===== config.mk =====
export PLATFORM = sky130hd
export DESIGN_NAME = fpa_div_step
export DESIGN_NICKNAME = d
export VERILOG_FILES = /design/src/design/fpa_div_step.sv
export SDC_FILE = /design/constraint.sdc
export NUM_CORES = 1
export LEC_CHECK = 0
export BUFFER_PORTS_ARGS = -buffer_cell sky130_fd_sc_hd__buf_4
export CAP_MARGIN = 10
export CELL_PAD_IN_SITES_DETAIL_PLACEMENT = 0
export CELL_PAD_IN_SITES_GLOBAL_PLACEMENT = 2
export CORE_MARGIN = 3
export CORE_UTILIZATION = 22
export DETAILED_ROUTE_END_ITERATION = 7
export PLACE_DENSITY_LB_ADDON = 0.12
export SETUP_SLACK_MARGIN = 0.15
export SLEW_MARGIN = 0
export SYNTH_ARGS = -nofsm -noshare
export SYNTH_HDL_FRONTEND = slang
export SYNTH_SLANG_ARGS = --single-unit

===== constraint.sdc =====
create_clock -name vclk -period 4.7
set_input_delay 0.94 -clock vclk [all_inputs]
set_output_delay 0.94 -clock vclk [all_outputs]
set_load 0.005 [all_outputs]

===== src/design/fpa_div_step.sv =====
// one restoring division step: one quotient bit per stage
// no package dependencies
module fpa_div_step #(
   parameter int DATA_WIDTH = 32,
   parameter int NUM_WIDTH  = 40
) (
   input  logic [DATA_WIDTH-1:0] rem_in,
   input  logic [NUM_WIDTH-1:0]  num_in,
   input  logic [DATA_WIDTH-1:0] den_in,
   output logic [DATA_WIDTH-1:0] rem_out,
   output logic [NUM_WIDTH-1:0]  num_out
);
   logic [DATA_WIDTH:0] trial;
   logic [DATA_WIDTH:0] diff;
   logic                fits;

   // shift next dividend bit in, subtract if divisor fits
   always_comb begin
      trial   = {rem_in, num_in[NUM_WIDTH-1]};
      diff    = trial - {1'b0, den_in};
      fits    = trial >= {1'b0, den_in};
      rem_out = fits ? diff[DATA_WIDTH-1:0] : trial[DATA_WIDTH-1:0];
      num_out = {num_in[NUM_WIDTH-2:0], fits};
   end
endmodule


Word level (Yosys, flattened, before mapping)
Index checks and enable logic that the tools add are counted.
{"block": "totals", "reg_bits": 0, "output_inout_bits": 72}
{"block": "classes", "add_sub_neg": 1, "mux": 1, "magnitude_cmp": 1}
{"cell": "$ge 33x32->1", "n": 1}
{"cell": "$mux 32", "n": 1}
{"cell": "$sub 32x32->32", "n": 1}

Logic depth before layout (Yosys ltp)
{"block": "depth", "depth_word": 2, "ltp_mapped": 14, "mapped_depth_nobuf": 11}

Least setup slack after synthesis
No wires, ideal clock.
{"block": "synth_path", "path_type": "input to output", "from": "input den_in[7]", "to": "output rem_out[21]", "stages": 13, "arrival_time_ns": 3.330, "setup_slack_ns": 0.430, "required_time_ns": 3.760, "cell_sequence": "inv_1 ha_1 a21oi_2 a211oi_1 or3_4 nor4b_4 o21ai_2 a31oi_4 o21a_4 inv_2 buf_6 buf_12 mux2_4"}
{"block": "synth_via", "elab_chain_cells": 2, "elab_cells_between_ends": 3, "classes_between": "1 x add/sub; 1 x order compare; 1 x mux"}
{"element": "start: declaration", "line": "9", "source": "input logic [DATA_WIDTH-1:0] den_in,"}
{"element": "$ge 33x32->1", "line": "21", "source": "fits = trial >= {1'b0, den_in};"}
{"element": "named net fits", "line": "15", "source": "logic fits;"}
{"element": "$mux 32", "line": "22", "source": "rem_out = fits ? diff[DATA_WIDTH-1:0] : trial[DATA_WIDTH-1:0];"}
{"element": "end: declaration", "line": "10", "source": "output logic [DATA_WIDTH-1:0] rem_out,"}
The timed path passes the listed nets, and every way through them passes these cells.

Worst setup path after layout
{"block": "layout_path", "from": "input rem_in[6]", "to": "output rem_out[23]"}
{"block": "layout_via", "elab_chain_cells": 2, "elab_cells_between_ends": 3, "classes_between": "1 x add/sub; 1 x order compare; 1 x mux"}
{"element": "start: declaration", "line": "7", "source": "input logic [DATA_WIDTH-1:0] rem_in,"}
{"element": "$sub 32x32->32 or $ge 33x32->1 (tied branches)", "line": "20, 21"}
{"element": "$mux 32 (*)", "line": "22"}
Mark *: on every way between the ends. The rest lies on a longest branch, timed or not.

==> out/qor.csv <==
stage,metric,value,unit
power,Cell Pwr Density,160,mW/mm^2
placement,half-perimeter wire length after placement,7060,um
power,Seq pwr share,0,%
grt,global route total overflow,0,
timing,Final Max Tran Viols,0,
timing,"Hold Vio Cnt, Final",0,
grt,Tot GR Track Use,11.9,%
routing,number of vias after detailed routing,2681,
layout,combined flip-flop and latch cell area,0,sq um
synth,average cell area after synthesis,7.25,sq um
layout,share of post-route cells with drive strength above 1,43.9,%
synth,Cell variety after synth,51,
synth,"Net Count, Synth",500,
synth,post-synth top area share,15.2,%
setup_path,Worst path max stage delay,350,ps
setup_path,critical path type,in2out,
routing,number of nets still failing antenna checks after routing,0,
setup_path,endpoint required time on the critical path,3760,ps
setup_path,highest-delay cell along the critical path,sky130_fd_sc_hd__or3_4,
grt,maximum number of pins on one net before global-route repair,12,
timing,final count of negative-setup-slack endpoints,0,
synth,number of cells produced by synthesis,363,
synth,number of synthesis warnings,0,
grt,via count of the first global-routing pass,2671,
setup_path,crit path max fanout,5,
layout,Post-layout nets,570,
timing,pin slew with the least headroom to its limit,605,ps
layout,diodes inserted,0,
power,Internal Power,326,uW
hold_path,hold path depth,0,
placement,quantity of I/O buffers inserted on ports,98,
power,switching power,255,uW
timing,Min Hold Slack,1880,ps
layout,Layout area overhead,38.5,%
floorplanning,horizontal die dimension,115,um
power,share of total power in the clock network,0,%
timing,Tmin final,4520,ps
synth,proportion of synthesized chip area in sequential cells,0,%
power,switching share of power,43.9,%
floorplanning,FP Rows,39,
timing,tightest slew margin relative to the limit,59.1,%
synth,Synth Cell Area,0.00263,sq mm
power,worst IR drop on VDD,61.3,uV
grt,wire length of the first global-routing pass,13100,um
placement,placement-stage worst setup slack,-46.2,ps
timing,share of the clock period used by the worst path after layout,96.1,%
run_status,run status,completed,
setup_path,most used cell along the critical path,sky130_fd_sc_hd__buf_4,
grt,initial antenna violation count,0,
layout,number of clock buffers in the layout,0,
floorplanning,CORE AREA,0.0116,sq mm
floorplanning,area of the die,0.0133,sq mm
timing,unrepaired setup endpoints after global routing,yes,
routing,final wirelength,8520,um
synth,leading cell types by total area after synthesis,"sky130_fd_sc_hd__ha_1, sky130_fd_sc_hd__buf_4, sky130_fd_sc_hd__mux2_2, sky130_fd_sc_hd__xnor2_1, sky130_fd_sc_hd__inv_1",
timing,final worst slack,183,ps
routing,routed len/inst,14.8,um
floorplanning,floorplan die height,115,um
placement,RD Place Congestion,0.740,
timing,highest achievable clock rate,221,MHz
setup_path,kind of launch point of the worst setup path,input port,
floorplanning,Initial Utilization,22.8,%
power,total leakage power,0.00175,uW
layout,number of flip-flops and latches,0,
setup_path,CP Capture Type,output port,
job,Maximum Capacitance Violations,0,
setup_path,chain of cells forming the critical path,buf_4 > ha_4 > a21oi_4 > a211oi_1 > or3_4 > nor4b_4 > buf_4 > o21ai_4 > a31oi_4 > o21a_4 > clkinv_8 > clkbuf_16 > mux2_4 > buf_6,
routing,vias per std cell,4.67,
synth,Yosys top cell by area,sky130_fd_sc_hd__ha_1,
hold_path,worst hold path class,in2out,
setup_path,data arrival time of the critical path,3580,ps
routing,number of DRC markers in iteration 0,57,
routing,number of detailed-route iterations in the first pass,4,
floorplanning,number of primary I/O pins,176,
power,relative contribution of combinational cells to total power,100.0,%
routing,count of unresolved DRC violations after routing,0,
clock_network,hold-fix buffers at CTS,0,
synth_stat cells (all sizes together), types with 2 or more instances:
| library cell | instances |
|---|---|
| nand3 | 7 |
| o21ai | 14 |
| o21bai | 4 |
| clkbuf | 9 |
| xnor2 | 18 |
| a221oi | 2 |
| buf | 44 |
| ha | 32 |
| nand2 | 24 |
| a21o | 9 |
| a21boi | 3 |
| nor2 | 23 |
| o2111ai | 2 |
| and2 | 2 |
| nor2b | 6 |
| o21a | 5 |
| mux2i | 3 |
| nor3 | 6 |
| nand4 | 9 |
| mux2 | 29 |
| a21oi | 27 |
| a31o | 3 |
| o41ai | 2 |
| inv | 41 |
| and3 | 3 |
| xor2 | 8 |
| nor4 | 2 |
| a211oi | 3 |
| a31oi | 6 |
| nor3b | 3 |
| o211ai | 3 |
layout by cell type (no fill, tap or decap), drive strengths merged, types with 14 or more instances in the layout:
cell type / Yosys / final
a21oi: 27 / 27
buf: 44 / 119
ha: 32 / 32
inv: 41 / 40
mux2: 29 / 29
nand2: 24 / 24
nor2: 23 / 23
o21ai: 14 / 14
xnor2: 18 / 18
path summary, 6_finish.rpt:
path              slack, ps      start           to
hold / removal         1880  num_in[9]  num_out[10]
setup / recovery        180  rem_in[6]  rem_out[23]
layout make-up:
type / count / area [sq um]
fillers: 1276 / 7920
repair buffers: 121 / 1000
well taps: 143 / 179
multi-input cells: 269 / 2290
inverters: 41 / 174
stage by stage:
step | total power, uW | cells | setup TNS (ps) | cell area [sq um] | util [%]
2_1_floorplan | 339 | 363 | 0 | 2630 | -
4_1_cts | 561 | 571 | 0 | 3470 | 30.0
6_report | 582 | 574 | 0 | 3640 | 31.5
3_5_place_dp | 529 | 566 | -183 | 3300 | 28.5
5_1_grt | 644 | 574 | 0 | 3640 | 31.5
3_3_place_gp | 532 | 566 | -80.3 | 3300 | 28.5
timing repair:
action                                  CTS  global route
endpoints found under the setup margin   29            29
gates resized for setup                  17            32
setup buffers                             4             1
endpoints found under the hold margin     0             0
pin swaps                                 9            17
cloned                                    1             2
logic make-up after synthesis:
kind of cell,share of synthesized area (%)
AOI/OAI and AO/OA,23.2
xor gates and xnor gates,8.65
adders and majority gates,16.0
buffers and inverters,20.1
muxes,14.8
and+or+nand+nor,17.2
power by group through the flow:
stage | Clock (uW) | Combinational [uW] | Sequential, uW
global route | 0 | 644 | 0
global placement | 0 | 532 | 0
finish | 0 | 582 | 0
CTS | 0 | 561 | 0
detailed placement | 0 | 529 | 0
floorplan | 0 | 339 | 0
critical path: cells and delay by family:
kind / cells / cell delay (ps)
fa+ha+maj: 1 / 260
compound gates: 5 / 710
mux: 1 / 310
simple gates: 2 / 660
buf+inv: 5 / 690
routing by layer:
| metal | share of wire (%) | global-route usage [%] | vias up |
|---|---|---|---|
| met5 | 0 | 0 | - |
| met4 | 0.11 | 0.313 | 0 |
| met3 | 4.7 | 0.789 | 4 |
| met2 | 46 | 20.4 | 78 |
| met1 | 49 | 17.2 | 1227 |
| li1 | - | - | 1372 |
(Power assumes the default switching activity.)
